### src/rtl/sdtq_pkg.sv
`timescale 1ns / 1ps
package sdtq_pkg;

  localparam int QUEUE_DEPTH = 16;
  localparam int MAX_RESULTS = 16;
  localparam int IDX_W       = (QUEUE_DEPTH > 1) ? $clog2(QUEUE_DEPTH) : 1;
  localparam int CNT_W       = $clog2(QUEUE_DEPTH + 1);
  localparam int TIME_W      = 32;
  localparam int DELAY_W     = 20;
  localparam int HID_W       = 8;
  localparam int ARG_W       = 16;
  localparam int RC_W        = 5;
  localparam int TTN_W       = 20;
  localparam int KIND_W      = 3;
  localparam int CMD_W       = 2;

  localparam int RC_MAX = (1 << RC_W) - 1;
  localparam logic [TTN_W-1:0] TTN_MAX = {TTN_W{1'b1}};
  // most entries one tick may fire
  localparam logic [CNT_W-1:0] FIRE_CAP =
    CNT_W'((MAX_RESULTS < QUEUE_DEPTH) ? MAX_RESULTS : QUEUE_DEPTH);

  typedef enum logic [CMD_W-1:0] {
    CMD_ADD  = 2'd0,
    CMD_DEL  = 2'd1,
    CMD_TICK = 2'd2,
    CMD_NOP  = 2'd3
  } cmd_t;

  typedef enum logic [KIND_W-1:0] {
    KIND_ADDED       = 3'd0,
    KIND_REJECTED    = 3'd1,
    KIND_DEL_DONE    = 3'd2,
    KIND_FIRED       = 3'd3,
    KIND_NOTHING_DUE = 3'd4
  } kind_t;

  typedef enum logic [3:0] {
    ST_IDLE,
    ST_START,
    ST_WALK,
    ST_FRONT_RD,
    ST_FRONT_CALC,
    ST_EMIT_RD,
    ST_EMIT,
    ST_RESULT,
    ST_FIN
  } state_t;

  typedef struct packed {
    logic latch;
    logic start;
    logic walk;
    logic front_rd;
    logic front_calc;
    logic emit_rd;
    logic emit_ld;
    logic result_ld;
    logic commit;
  } dp_cmd_t;

  typedef struct packed {
    cmd_t cmd;
    logic full;
    logic walk_done;
    logic out_free;
    logic emit_last;
    logic fired_any;
  } dp_stat_t;

endpackage

### src/rtl/sdtq_ifs.sv
`timescale 1ns / 1ps
interface sdtq_in_if import sdtq_pkg::*; ();
  logic               valid;
  logic               ready;
  logic [CMD_W-1:0]   cmd;
  logic [DELAY_W-1:0] delay_ms;
  logic [HID_W-1:0]   handler_id;
  logic [ARG_W-1:0]   arg_tag;

  modport source (output valid, cmd, delay_ms, handler_id, arg_tag, input ready);
  modport sink   (input valid, cmd, delay_ms, handler_id, arg_tag, output ready);
endinterface

interface sdtq_out_if import sdtq_pkg::*; ();
  logic              valid;
  logic              ready;
  logic [KIND_W-1:0] kind;
  logic [HID_W-1:0]  fired_handler;
  logic [ARG_W-1:0]  fired_arg;
  logic [RC_W-1:0]   removed_count;
  logic [TTN_W-1:0]  time_to_next;
  logic              last;

  modport source (output valid, kind, fired_handler, fired_arg, removed_count,
                  time_to_next, last, input ready);
  modport sink   (input valid, kind, fired_handler, fired_arg, removed_count,
                  time_to_next, last, output ready);
endinterface

### src/rtl/sdtq_ctrl.sv
`timescale 1ns / 1ps
module sdtq_ctrl import sdtq_pkg::*; (
  input  logic     clk,
  input  logic     rst_n,
  input  logic     in_valid,
  output logic     in_ready,
  output dp_cmd_t  dp_cmd,
  input  dp_stat_t dp_stat
);

  state_t state_r;
  state_t state_nxt;

  always_ff @(posedge clk) begin
    if (!rst_n) begin
      state_r <= ST_IDLE;
    end else begin
      state_r <= state_nxt;
    end
  end

  always_comb begin
    state_nxt = state_r;
    unique case (state_r)
      ST_IDLE: begin
        if (in_valid) state_nxt = ST_START;
      end
      ST_START: begin
        if (dp_stat.cmd == CMD_NOP) begin
          state_nxt = ST_IDLE;
        end else if (dp_stat.cmd == CMD_ADD && dp_stat.full) begin
          state_nxt = ST_FRONT_RD;
        end else begin
          state_nxt = ST_WALK;
        end
      end
      ST_WALK: begin
        if (dp_stat.walk_done) state_nxt = ST_FRONT_RD;
      end
      ST_FRONT_RD:   state_nxt = ST_FRONT_CALC;
      ST_FRONT_CALC: begin
        if (dp_stat.cmd == CMD_TICK && dp_stat.fired_any) begin
          state_nxt = ST_EMIT_RD;
        end else begin
          state_nxt = ST_RESULT;
        end
      end
      ST_EMIT_RD:    state_nxt = ST_EMIT;
      ST_EMIT: begin
        if (dp_stat.out_free) begin
          state_nxt = dp_stat.emit_last ? ST_FIN : ST_EMIT_RD;
        end
      end
      ST_RESULT: begin
        if (dp_stat.out_free) state_nxt = ST_FIN;
      end
      ST_FIN:        state_nxt = ST_IDLE;
      default:       state_nxt = ST_IDLE;
    endcase
  end

  always_comb begin
    dp_cmd   = '0;
    in_ready = 1'b0;
    unique case (state_r)
      ST_IDLE: begin
        in_ready     = 1'b1;
        dp_cmd.latch = in_valid;
      end
      ST_START:      dp_cmd.start      = 1'b1;
      ST_WALK:       dp_cmd.walk       = 1'b1;
      ST_FRONT_RD:   dp_cmd.front_rd   = 1'b1;
      ST_FRONT_CALC: dp_cmd.front_calc = 1'b1;
      ST_EMIT_RD:    dp_cmd.emit_rd    = 1'b1;
      ST_EMIT:       dp_cmd.emit_ld    = dp_stat.out_free;
      ST_RESULT:     dp_cmd.result_ld  = dp_stat.out_free;
      ST_FIN:        dp_cmd.commit     = 1'b1;
      default: begin
        dp_cmd   = '0;
        in_ready = 1'b0;
      end
    endcase
  end

endmodule

### src/rtl/sdtq_datapath.sv
`timescale 1ns / 1ps
module sdtq_datapath import sdtq_pkg::*; (
  input  logic               clk,
  input  logic               rst_n,
  input  dp_cmd_t            dp_cmd,
  output dp_stat_t           dp_stat,
  input  logic [CMD_W-1:0]   in_cmd,
  input  logic [DELAY_W-1:0] in_delay_ms,
  input  logic [HID_W-1:0]   in_handler_id,
  input  logic [ARG_W-1:0]   in_arg_tag,
  output logic               out_valid,
  input  logic               out_ready,
  output logic [KIND_W-1:0]  out_kind,
  output logic [HID_W-1:0]   out_fired_handler,
  output logic [ARG_W-1:0]   out_fired_arg,
  output logic [RC_W-1:0]    out_removed_count,
  output logic [TTN_W-1:0]   out_time_to_next,
  output logic               out_last
);

  localparam int SUM_W  = CNT_W + 1;
  localparam int WIDE_W = (CNT_W > RC_W) ? CNT_W : RC_W;

  typedef struct packed {
    logic [TIME_W-1:0] dl;
    logic [HID_W-1:0]  hid;
    logic [ARG_W-1:0]  arg;
  } entry_t;

  // queue position -> ring slot
  function automatic logic [IDX_W-1:0] phys(input logic [IDX_W-1:0] base,
                                            input logic [CNT_W-1:0] idx);
    logic [SUM_W-1:0] sum;
    sum = SUM_W'(base) + SUM_W'(idx);
    if (sum >= SUM_W'(QUEUE_DEPTH)) sum = sum - SUM_W'(QUEUE_DEPTH);
    return sum[IDX_W-1:0];
  endfunction

  // a strictly later than b, by sign of the wrapping difference
  function automatic logic later(input logic [TIME_W-1:0] a,
                                 input logic [TIME_W-1:0] b);
    logic [TIME_W-1:0] d;
    d = a - b;
    return (d != '0) && !d[TIME_W-1];
  endfunction

  entry_t mem [QUEUE_DEPTH];
  entry_t rd_q;

  // control state
  logic [CNT_W-1:0]  count_r;
  logic [IDX_W-1:0]  head_r;
  logic [TIME_W-1:0] time_r;
  logic              out_valid_r;

  // item and walk state
  cmd_t              cmd_r;
  logic [TIME_W-1:0] dl_r;
  logic [HID_W-1:0]  hid_r;
  logic [ARG_W-1:0]  arg_r;
  logic [CNT_W-1:0]  i_r;
  logic [CNT_W-1:0]  w_r;
  logic [CNT_W-1:0]  k_r;
  logic [CNT_W-1:0]  e_r;
  logic              ins_r;
  logic              rej_r;
  entry_t            held_r;
  logic [RC_W-1:0]   rc_r;
  logic [TTN_W-1:0]  ttn_r;

  // result register
  logic [KIND_W-1:0] kind_r;
  logic [HID_W-1:0]  ohid_r;
  logic [ARG_W-1:0]  oarg_r;
  logic [RC_W-1:0]   orc_r;
  logic [TTN_W-1:0]  ottn_r;
  logic              olast_r;

  logic              rd_en;
  logic [CNT_W-1:0]  rd_idx;
  logic              wr_en;
  logic [CNT_W-1:0]  wr_idx;
  entry_t            wr_data;
  entry_t            new_entry;
  logic              in_range, at_end, place, keep, due, walk_done;
  logic [CNT_W-1:0]  removed;
  logic [WIDE_W-1:0] removed_w;
  logic [RC_W-1:0]   rc_nxt;
  logic [TIME_W-1:0] front_gap;
  logic [TTN_W-1:0]  ttn_nxt;
  logic              emit_last;
  logic              out_free;
  kind_t             res_kind;

  assign new_entry = '{dl: dl_r, hid: hid_r, arg: arg_r};
  assign in_range  = i_r < count_r;
  assign at_end    = i_r == count_r;
  assign place     = !ins_r && (at_end || later(rd_q.dl, dl_r));
  assign keep      = in_range && (rd_q.hid != hid_r);
  assign due       = in_range && (i_r < FIRE_CAP) && !later(rd_q.dl, time_r);
  assign emit_last = (e_r + CNT_W'(1)) == k_r;
  assign out_free  = !out_valid_r || out_ready;

  always_comb begin
    unique case (cmd_r)
      CMD_ADD, CMD_DEL: walk_done = at_end;
      CMD_TICK:         walk_done = !due;
      default:          walk_done = 1'b1;
    endcase
  end

  always_comb begin
    rd_en  = dp_cmd.start | dp_cmd.walk | dp_cmd.front_rd | dp_cmd.emit_rd;
    rd_idx = e_r;
    if (dp_cmd.start) begin
      rd_idx = '0;
    end else if (dp_cmd.walk) begin
      rd_idx = i_r + CNT_W'(1);
    end else if (dp_cmd.front_rd) begin
      rd_idx = k_r;
    end
  end

  // add: ripple entries one slot back from the insert point
  // delete: compact kept entries toward the front
  always_comb begin
    wr_en   = 1'b0;
    wr_idx  = i_r;
    wr_data = rd_q;
    if (dp_cmd.walk) begin
      case (cmd_r)
        CMD_ADD: begin
          wr_en   = place || ins_r;
          wr_data = place ? new_entry : held_r;
        end
        CMD_DEL: begin
          wr_en  = keep;
          wr_idx = w_r;
        end
        default: wr_en = 1'b0;
      endcase
    end
  end

  always_comb begin
    removed   = count_r - w_r;
    removed_w = WIDE_W'(removed);
    rc_nxt    = (removed_w > WIDE_W'(RC_MAX)) ? RC_W'(RC_MAX) : RC_W'(removed_w);
  end

  always_comb begin
    front_gap = rd_q.dl - time_r;
    if (count_r == k_r) begin
      ttn_nxt = '0;
    end else if (front_gap == '0 || front_gap[TIME_W-1]) begin
      ttn_nxt = TTN_W'(1);
    end else if (front_gap > TIME_W'(TTN_MAX)) begin
      ttn_nxt = TTN_MAX;
    end else begin
      ttn_nxt = front_gap[TTN_W-1:0];
    end
  end

  always_comb begin
    case (cmd_r)
      CMD_ADD: res_kind = rej_r ? KIND_REJECTED : KIND_ADDED;
      CMD_DEL: res_kind = KIND_DEL_DONE;
      default: res_kind = KIND_NOTHING_DUE;
    endcase
  end

  always_ff @(posedge clk) begin
    if (wr_en) mem[phys(head_r, wr_idx)] <= wr_data;
    if (rd_en) rd_q <= mem[phys(head_r, rd_idx)];
  end

  always_ff @(posedge clk) begin
    if (!rst_n) begin
      count_r     <= '0;
      head_r      <= '0;
      time_r      <= '0;
      out_valid_r <= 1'b0;
    end else begin
      if (dp_cmd.latch && cmd_t'(in_cmd) == CMD_TICK) time_r <= time_r + TIME_W'(1);
      if (dp_cmd.walk && walk_done) begin
        case (cmd_r)
          CMD_ADD: count_r <= count_r + CNT_W'(1);
          CMD_DEL: count_r <= w_r;
          default: count_r <= count_r;
        endcase
      end
      if (dp_cmd.commit) begin
        count_r <= count_r - k_r;
        head_r  <= phys(head_r, k_r);
      end
      if (dp_cmd.emit_ld || dp_cmd.result_ld) begin
        out_valid_r <= 1'b1;
      end else if (out_ready) begin
        out_valid_r <= 1'b0;
      end
    end
  end

  always_ff @(posedge clk) begin
    if (dp_cmd.latch) begin
      cmd_r <= cmd_t'(in_cmd);
      hid_r <= in_handler_id;
      arg_r <= in_arg_tag;
      dl_r  <= time_r + TIME_W'(in_delay_ms);
      k_r   <= '0;
      rc_r  <= '0;
    end
    if (dp_cmd.start) begin
      i_r   <= '0;
      w_r   <= '0;
      ins_r <= 1'b0;
      rej_r <= (cmd_r == CMD_ADD) && (count_r == CNT_W'(QUEUE_DEPTH));
    end
    if (dp_cmd.walk) begin
      i_r <= i_r + CNT_W'(1);
      case (cmd_r)
        CMD_ADD: begin
          if (place || ins_r) held_r <= rd_q;
          if (place) ins_r <= 1'b1;
        end
        CMD_DEL: begin
          if (keep) w_r <= w_r + CNT_W'(1);
          if (at_end) rc_r <= rc_nxt;
        end
        CMD_TICK: begin
          if (due) k_r <= k_r + CNT_W'(1);
        end
        default: ;
      endcase
    end
    if (dp_cmd.front_calc) begin
      ttn_r <= ttn_nxt;
      e_r   <= '0;
    end
    if (dp_cmd.emit_ld) begin
      e_r     <= e_r + CNT_W'(1);
      kind_r  <= KIND_FIRED;
      ohid_r  <= rd_q.hid;
      oarg_r  <= rd_q.arg;
      orc_r   <= '0;
      ottn_r  <= ttn_r;
      olast_r <= emit_last;
    end else if (dp_cmd.result_ld) begin
      kind_r  <= res_kind;
      ohid_r  <= '0;
      oarg_r  <= '0;
      orc_r   <= rc_r;
      ottn_r  <= ttn_r;
      olast_r <= 1'b1;
    end
  end

  assign dp_stat.cmd       = cmd_r;
  assign dp_stat.full      = count_r == CNT_W'(QUEUE_DEPTH);
  assign dp_stat.walk_done = walk_done;
  assign dp_stat.out_free  = out_free;
  assign dp_stat.emit_last = emit_last;
  assign dp_stat.fired_any = k_r != '0;

  assign out_valid         = out_valid_r;
  assign out_kind          = kind_r;
  assign out_fired_handler = ohid_r;
  assign out_fired_arg     = oarg_r;
  assign out_removed_count = orc_r;
  assign out_time_to_next  = ottn_r;
  assign out_last          = olast_r;

endmodule

### src/rtl/sorted_deadline_timer_queue_unit.sv
`timescale 1ns / 1ps
// Deadline-sorted timer queue with a millisecond clock.
// in_chan (valid/ready) takes one command per transaction: add an entry
// (deadline = now + delay_ms), delete all entries of a handler, or a
// one-millisecond tick. out_chan (valid/ready) returns results; last marks
// the final result of a command. Add and delete give one result, a tick
// gives one result per fired entry (up to 16) or a single nothing-due result.
// Every result carries time_to_next, the distance to the front deadline once
// the command is done.
// Timing: the queue sits in a ring memory with one read and one write port;
// add and delete walk the whole queue one entry per cycle; a tick walks only
// the due entries, then reads and emits each fired entry in turn. A full-queue
// add skips the walk.
// An unused command code is taken and dropped with no result.
// Reset empties the queue and zeroes the clock; the ring itself is not
// cleared since data read from unoccupied slots is never used. A stalled out_chan holds
// its result in the output register; the controller waits there, and a new
// input transaction is taken once the current command has fully retired.
module sorted_deadline_timer_queue_unit import sdtq_pkg::*; (
  input logic        clk,
  input logic        rst_n,
  sdtq_in_if.sink    in_chan,
  sdtq_out_if.source out_chan
);

  dp_cmd_t  dp_cmd;
  dp_stat_t dp_stat;

  // sequencer: accept, walk, front lookup, result delivery, commit
  sdtq_ctrl u_ctrl (
    .clk      (clk),
    .rst_n    (rst_n),
    .in_valid (in_chan.valid),
    .in_ready (in_chan.ready),
    .dp_cmd   (dp_cmd),
    .dp_stat  (dp_stat)
  );

  // ring memory, clock, counters and the output register
  sdtq_datapath u_dp (
    .clk               (clk),
    .rst_n             (rst_n),
    .dp_cmd            (dp_cmd),
    .dp_stat           (dp_stat),
    .in_cmd            (in_chan.cmd),
    .in_delay_ms       (in_chan.delay_ms),
    .in_handler_id     (in_chan.handler_id),
    .in_arg_tag        (in_chan.arg_tag),
    .out_valid         (out_chan.valid),
    .out_ready         (out_chan.ready),
    .out_kind          (out_chan.kind),
    .out_fired_handler (out_chan.fired_handler),
    .out_fired_arg     (out_chan.fired_arg),
    .out_removed_count (out_chan.removed_count),
    .out_time_to_next  (out_chan.time_to_next),
    .out_last          (out_chan.last)
  );

endmodule

### src/flat_wrapper.sv
// flat-port wrapper written by rule: the top's interface ports become plain ports
module sorted_deadline_timer_queue_unit_flat import sdtq_pkg::*;
  (clk, rst_n, in_chan_valid, in_chan_cmd, in_chan_delay_ms, in_chan_handler_id, in_chan_arg_tag, in_chan_ready, out_chan_valid, out_chan_kind, out_chan_fired_handler, out_chan_fired_arg, out_chan_removed_count, out_chan_time_to_next, out_chan_last, out_chan_ready);
  sdtq_in_if in_chan_i ();
  sdtq_out_if out_chan_i ();
  input logic clk;
  input logic rst_n;
  input wire logic [$bits(in_chan_i.valid)-1:0] in_chan_valid;
  input wire logic [$bits(in_chan_i.cmd)-1:0] in_chan_cmd;
  input wire logic [$bits(in_chan_i.delay_ms)-1:0] in_chan_delay_ms;
  input wire logic [$bits(in_chan_i.handler_id)-1:0] in_chan_handler_id;
  input wire logic [$bits(in_chan_i.arg_tag)-1:0] in_chan_arg_tag;
  output wire logic [$bits(in_chan_i.ready)-1:0] in_chan_ready;
  output wire logic [$bits(out_chan_i.valid)-1:0] out_chan_valid;
  output wire logic [$bits(out_chan_i.kind)-1:0] out_chan_kind;
  output wire logic [$bits(out_chan_i.fired_handler)-1:0] out_chan_fired_handler;
  output wire logic [$bits(out_chan_i.fired_arg)-1:0] out_chan_fired_arg;
  output wire logic [$bits(out_chan_i.removed_count)-1:0] out_chan_removed_count;
  output wire logic [$bits(out_chan_i.time_to_next)-1:0] out_chan_time_to_next;
  output wire logic [$bits(out_chan_i.last)-1:0] out_chan_last;
  input wire logic [$bits(out_chan_i.ready)-1:0] out_chan_ready;
  assign in_chan_i.valid = in_chan_valid;
  assign in_chan_i.cmd = in_chan_cmd;
  assign in_chan_i.delay_ms = in_chan_delay_ms;
  assign in_chan_i.handler_id = in_chan_handler_id;
  assign in_chan_i.arg_tag = in_chan_arg_tag;
  assign in_chan_ready = in_chan_i.ready;
  assign out_chan_valid = out_chan_i.valid;
  assign out_chan_kind = out_chan_i.kind;
  assign out_chan_fired_handler = out_chan_i.fired_handler;
  assign out_chan_fired_arg = out_chan_i.fired_arg;
  assign out_chan_removed_count = out_chan_i.removed_count;
  assign out_chan_time_to_next = out_chan_i.time_to_next;
  assign out_chan_last = out_chan_i.last;
  assign out_chan_i.ready = out_chan_ready;
  sorted_deadline_timer_queue_unit u_core (.clk(clk), .rst_n(rst_n), .in_chan(in_chan_i), .out_chan(out_chan_i));
endmodule
### config.mk
export PLATFORM = sky130hd
export DESIGN_NAME = sorted_deadline_timer_queue_unit_flat
export DESIGN_NICKNAME = d
export VERILOG_FILES = /design/src/rtl/sdtq_pkg.sv /design/src/rtl/sdtq_ifs.sv /design/src/rtl/sdtq_ctrl.sv /design/src/rtl/sdtq_datapath.sv /design/src/rtl/sorted_deadline_timer_queue_unit.sv /design/src/flat_wrapper.sv
export SDC_FILE = /design/constraint.sdc
export NUM_CORES = 1
export LEC_CHECK = 0
export ABC_AREA = 1
export BUFFER_PORTS_ARGS = -buffer_cell sky130_fd_sc_hd__buf_2
export CORE_MARGIN = 3
export CORE_UTILIZATION = 57
export DETAILED_ROUTE_END_ITERATION = 16
export GPL_TIMING_DRIVEN = 0
export PLACE_DENSITY = 0.77
export SLEW_MARGIN = 10
export SYNTH_ARGS = -nofsm -noshare
export SYNTH_HDL_FRONTEND = slang
export SYNTH_HIERARCHICAL = 1
export SYNTH_SLANG_ARGS = --single-unit
### constraint.sdc
create_clock -name clk -period 9.15 [get_ports clk]
set_clock_uncertainty 0.1 [all_clocks]
set_input_delay 1.3725 -clock clk [delete_from_list [all_inputs] [get_ports clk]]
set_output_delay 1.3725 -clock clk [all_outputs]
set_load 0.005 [all_outputs]
==> flow_summary.ini <==
[logic_synthesis]
synth.yosys.seq_area_share_pct = 64.1
async_reset_ff_share_pct = 0
synth_edf_count = 1142
yosys_most_used_dff = edfxtp_1
ys_top_cells_by_area = edfxtp_1 (62%), nand2_1 (6.0%), inv_1 (4.5%), mux2i_1 (4.0%), a21oi_1 (3.7%)
syn_nets = 5223
synth.distinct_cells = 54
syn_area_per_cell_um2 = 11.0
synth_seq_cells = 1212
synth_top_area_cell = edfxtp_1
netlist.area_leader.share_pct = 61.6
netlist_area_um2 = 55700
yosysWarningCount = 6
syn_inst = 5053

[sta]
setup_ws_ns = 2.16
fin_crit_sh_pct = 76.4
worst_pin_slew_ns = 1.38
setup_viol = 0
min_period_ns = 6.99
finalSetupTns_ns = 0
fmax_mhz = 143
relSlewSlack_pct = 7.83
hold_viol_final = 0
hold_ws_ns = 0.316
maxSlewViolCount = 0
rsz0062_at_grt = no

[cts]
cts_buffers = 115
worstSkewPairLatency_ns = 0.71
ctsHoldBuffers = 0
htreeDepth = 3
cts_resized = 0
path_clk_slew_ns = 0.06
cts-root-buf = clkbuf_16
cts_num_sinks = 1212
cts_tree = built
cts.path.max_buffers = 3
post_cts_buffers = 0

[setup_path]
cp.arrival_ns = 7.29
ff2ff_setup_slack_ns = 2.16
r2r_start = u_core/u_ctrl/state_r[0]
cp_max_fo = 10
worst_setup_path_end_kind = flip-flop
timing.rr.end = u_core/u_dp/rd_q[21]
start_kind = flip-flop
required_ns = 9.45
crit_type = reg -> reg
reg2reg_depth = 20

[grt]
busiest_layer = met2
grt_util_met3_pct = 6.01
grt_pass1_vias = 38700
antenna_found_initial = 3
grt_pass1_wl_mm = 229
grt_max_degree = 41
grt-ovfl-total = 0
track_usage_pct = 29.7
use_met1_pct = 38.6
use_met2_pct = 49.4

[finish]
drive_above_1_share_pct = 8.28
postLayoutCellArea_um2 = 62800
final-seq-area_um2 = 35700
final_common_cell = edfxtp_1
syn_to_final_growth_pct = 12.7
final.fill_count = 7011
multi_input_comb_area_um2 = 16700
final_cell_mix = edfxtp_1 (1,142), nand2_1 (882), inv_1 (673)
layout.nets = 5492

[worst_hold_path]
whs_endpoint = u_core/u_dp/out_time_to_next[10]
hold_path.class = reg -> reg
min-delay-start = u_core/u_dp/ttn_r[10]
hold_path_depth = 0

[detailed_routing]
drt_iter0_markers = 5006
ant_nets = 0
remaining_drc_errors = 0
routed_wl_mm = 154
via_count = 40000
dr.pass1.iters = 6
viasPerCell = 5.97
wl_per_cell_um = 23.0

[die]
die_w_um = 319
die_area_um2 = 102000
fp.dieH_um = 319
std_cell_rows = 114
io_pins = 105
initial_core_util_pct = 57.5
core_um2 = 96900

[placed_design]
place_area_um2 = 58900
dp_hpwl_mm = 107
dp_slack_ns = 2.53
gp_congestion = 0.981
port_buffers = 104

[pwr]
ir_drop_uv = 175
leakage_nw = 24.7
p_per_area_nw_per_um2 = 275

[run_status]
status = finished, final reports clean

[job]
cap_violations = 0
[cell usage after synthesis, types with 31 or more instances]
master	n
edfxtp_1	1142
nand2_1	883
inv_1	675
a21oi_1	412
o21ai_0	408
mux2i_1	224
nor2_1	219
nand3_1	202
clkbuf_1	156
o211ai_1	116
ha_1	112
dfxtp_1	70
a31oi_1	66
xor2_1	53
nand3b_1	43
nand4_1	33
nor3_1	31
[final cells by class]
class                   count  share of cell area, %
inverters                 687                   4.11
flip-flops and latches   1212                   56.9
well taps                1276                   2.54
diodes                      5                 0.0199
repair buffers            152                   2.39
multi-input cells        2947                   26.5
plain buffers             207                   1.45
clock buffers             129                   4.67
clock inverters            89                   1.43
[cells by family after synthesis]
group,Yosys count,synth area share [%]
flops,1212,64.1
compound gates,1055,10.4
buf+inv,894,6.25
simple gates,1468,11.2
fa+ha+maj,120,2.80
xor+xnor,79,1.24
mux,225,4.05
[critical path, stage by stage, from the launching register on]
cell	delay (ns)
dfxtp_1	0.32
buf_6	0.13
clkinv_2	0.06
nand2_2	0.08
nor2_4	0.24
inv_1	0.11
clkbuf_1	0.25
nor2_1	0.19
nand2_1	0.06
o21ai_0	0.11
ha_1	0.24
inv_1	0.06
fa_1	0.44
clkbuf_1	0.41
inv_1	0.87
clkbuf_1	0.95
clkbuf_1	0.69
clkbuf_1	0.58
o211ai_1	0.27
a21oi_1	0.33
a31oi_1	0.13
[registers in the layout (all words and copies together), names as in the netlist, 2 cells and up]
signal                         cells
u_core/u_ctrl/state_r              4
u_core/u_dp/arg_r                 16
u_core/u_dp/cmd_r                  2
u_core/u_dp/count_r                5
u_core/u_dp/dl_r                  32
u_core/u_dp/e_r                    5
u_core/u_dp/head_r                 4
u_core/u_dp/held_r                56
u_core/u_dp/hid_r                  8
u_core/u_dp/i_r                    5
u_core/u_dp/k_r                    5
u_core/u_dp/mem                  896
u_core/u_dp/out_fired_arg         16
u_core/u_dp/out_fired_handler      8
u_core/u_dp/out_kind               3
u_core/u_dp/out_removed_count      5
u_core/u_dp/out_time_to_next      20
u_core/u_dp/rc_r                   5
u_core/u_dp/rd_q                  56
u_core/u_dp/time_r                32
u_core/u_dp/ttn_r                 20
u_core/u_dp/w_r                    5
[layer usage]
layer / vias to the layer above / share of wire, %
met2: 2244 / 48
met1: 19200 / 37
met3: 399 / 11
met4: 4 / 4.0
met5: - / 0.018
li1: 18200 / -
[metrics by stage]
| step | cells | power (mW) | util (%) |
|---|---|---|---|
| floorplan | 5053 | 10.4 | - |
| global placement | 6433 | 12.2 | 59.7 |
| detailed placement | 6481 | 12.3 | 60.9 |
| CTS | 6699 | 17.1 | 64.8 |
| global route | 6699 | 17.9 | 64.8 |
| finish | 6704 | 17.3 | 64.8 |
[how the worst max path moves through the flow]
stage | cells past startpoint | to | slack, ns | start
final | 20 | u_core/u_dp/rd_q[21] | 2.16 | u_core/u_ctrl/state_r[0]
after global routing | 20 | u_core/u_dp/rd_q[33] | 2.18 | u_core/u_ctrl/state_r[0]
after CTS | 20 | u_core/u_dp/rd_q[21] | 2.51 | u_core/u_ctrl/state_r[0]
after detailed placement | 20 | u_core/u_dp/rd_q[21] | 2.53 | u_core/u_ctrl/state_r[0]
after global placement | 20 | u_core/u_dp/time_r[27] | -3.21 | in_chan_valid
after floorplan | 19 | u_core/u_dp/time_r[27] | 1.32 | in_chan_valid
[report_power, final]
part / leakage, nW / switching, mW / internal, mW / total [mW]
sequential: 11.0 / 0.189 / 6.74 / 6.93
combinational: 11.9 / 3.98 / 1.54 / 5.52
clock: 1.88 / 2.09 / 2.74 / 4.82
Power figures use the tool's default switching activity.
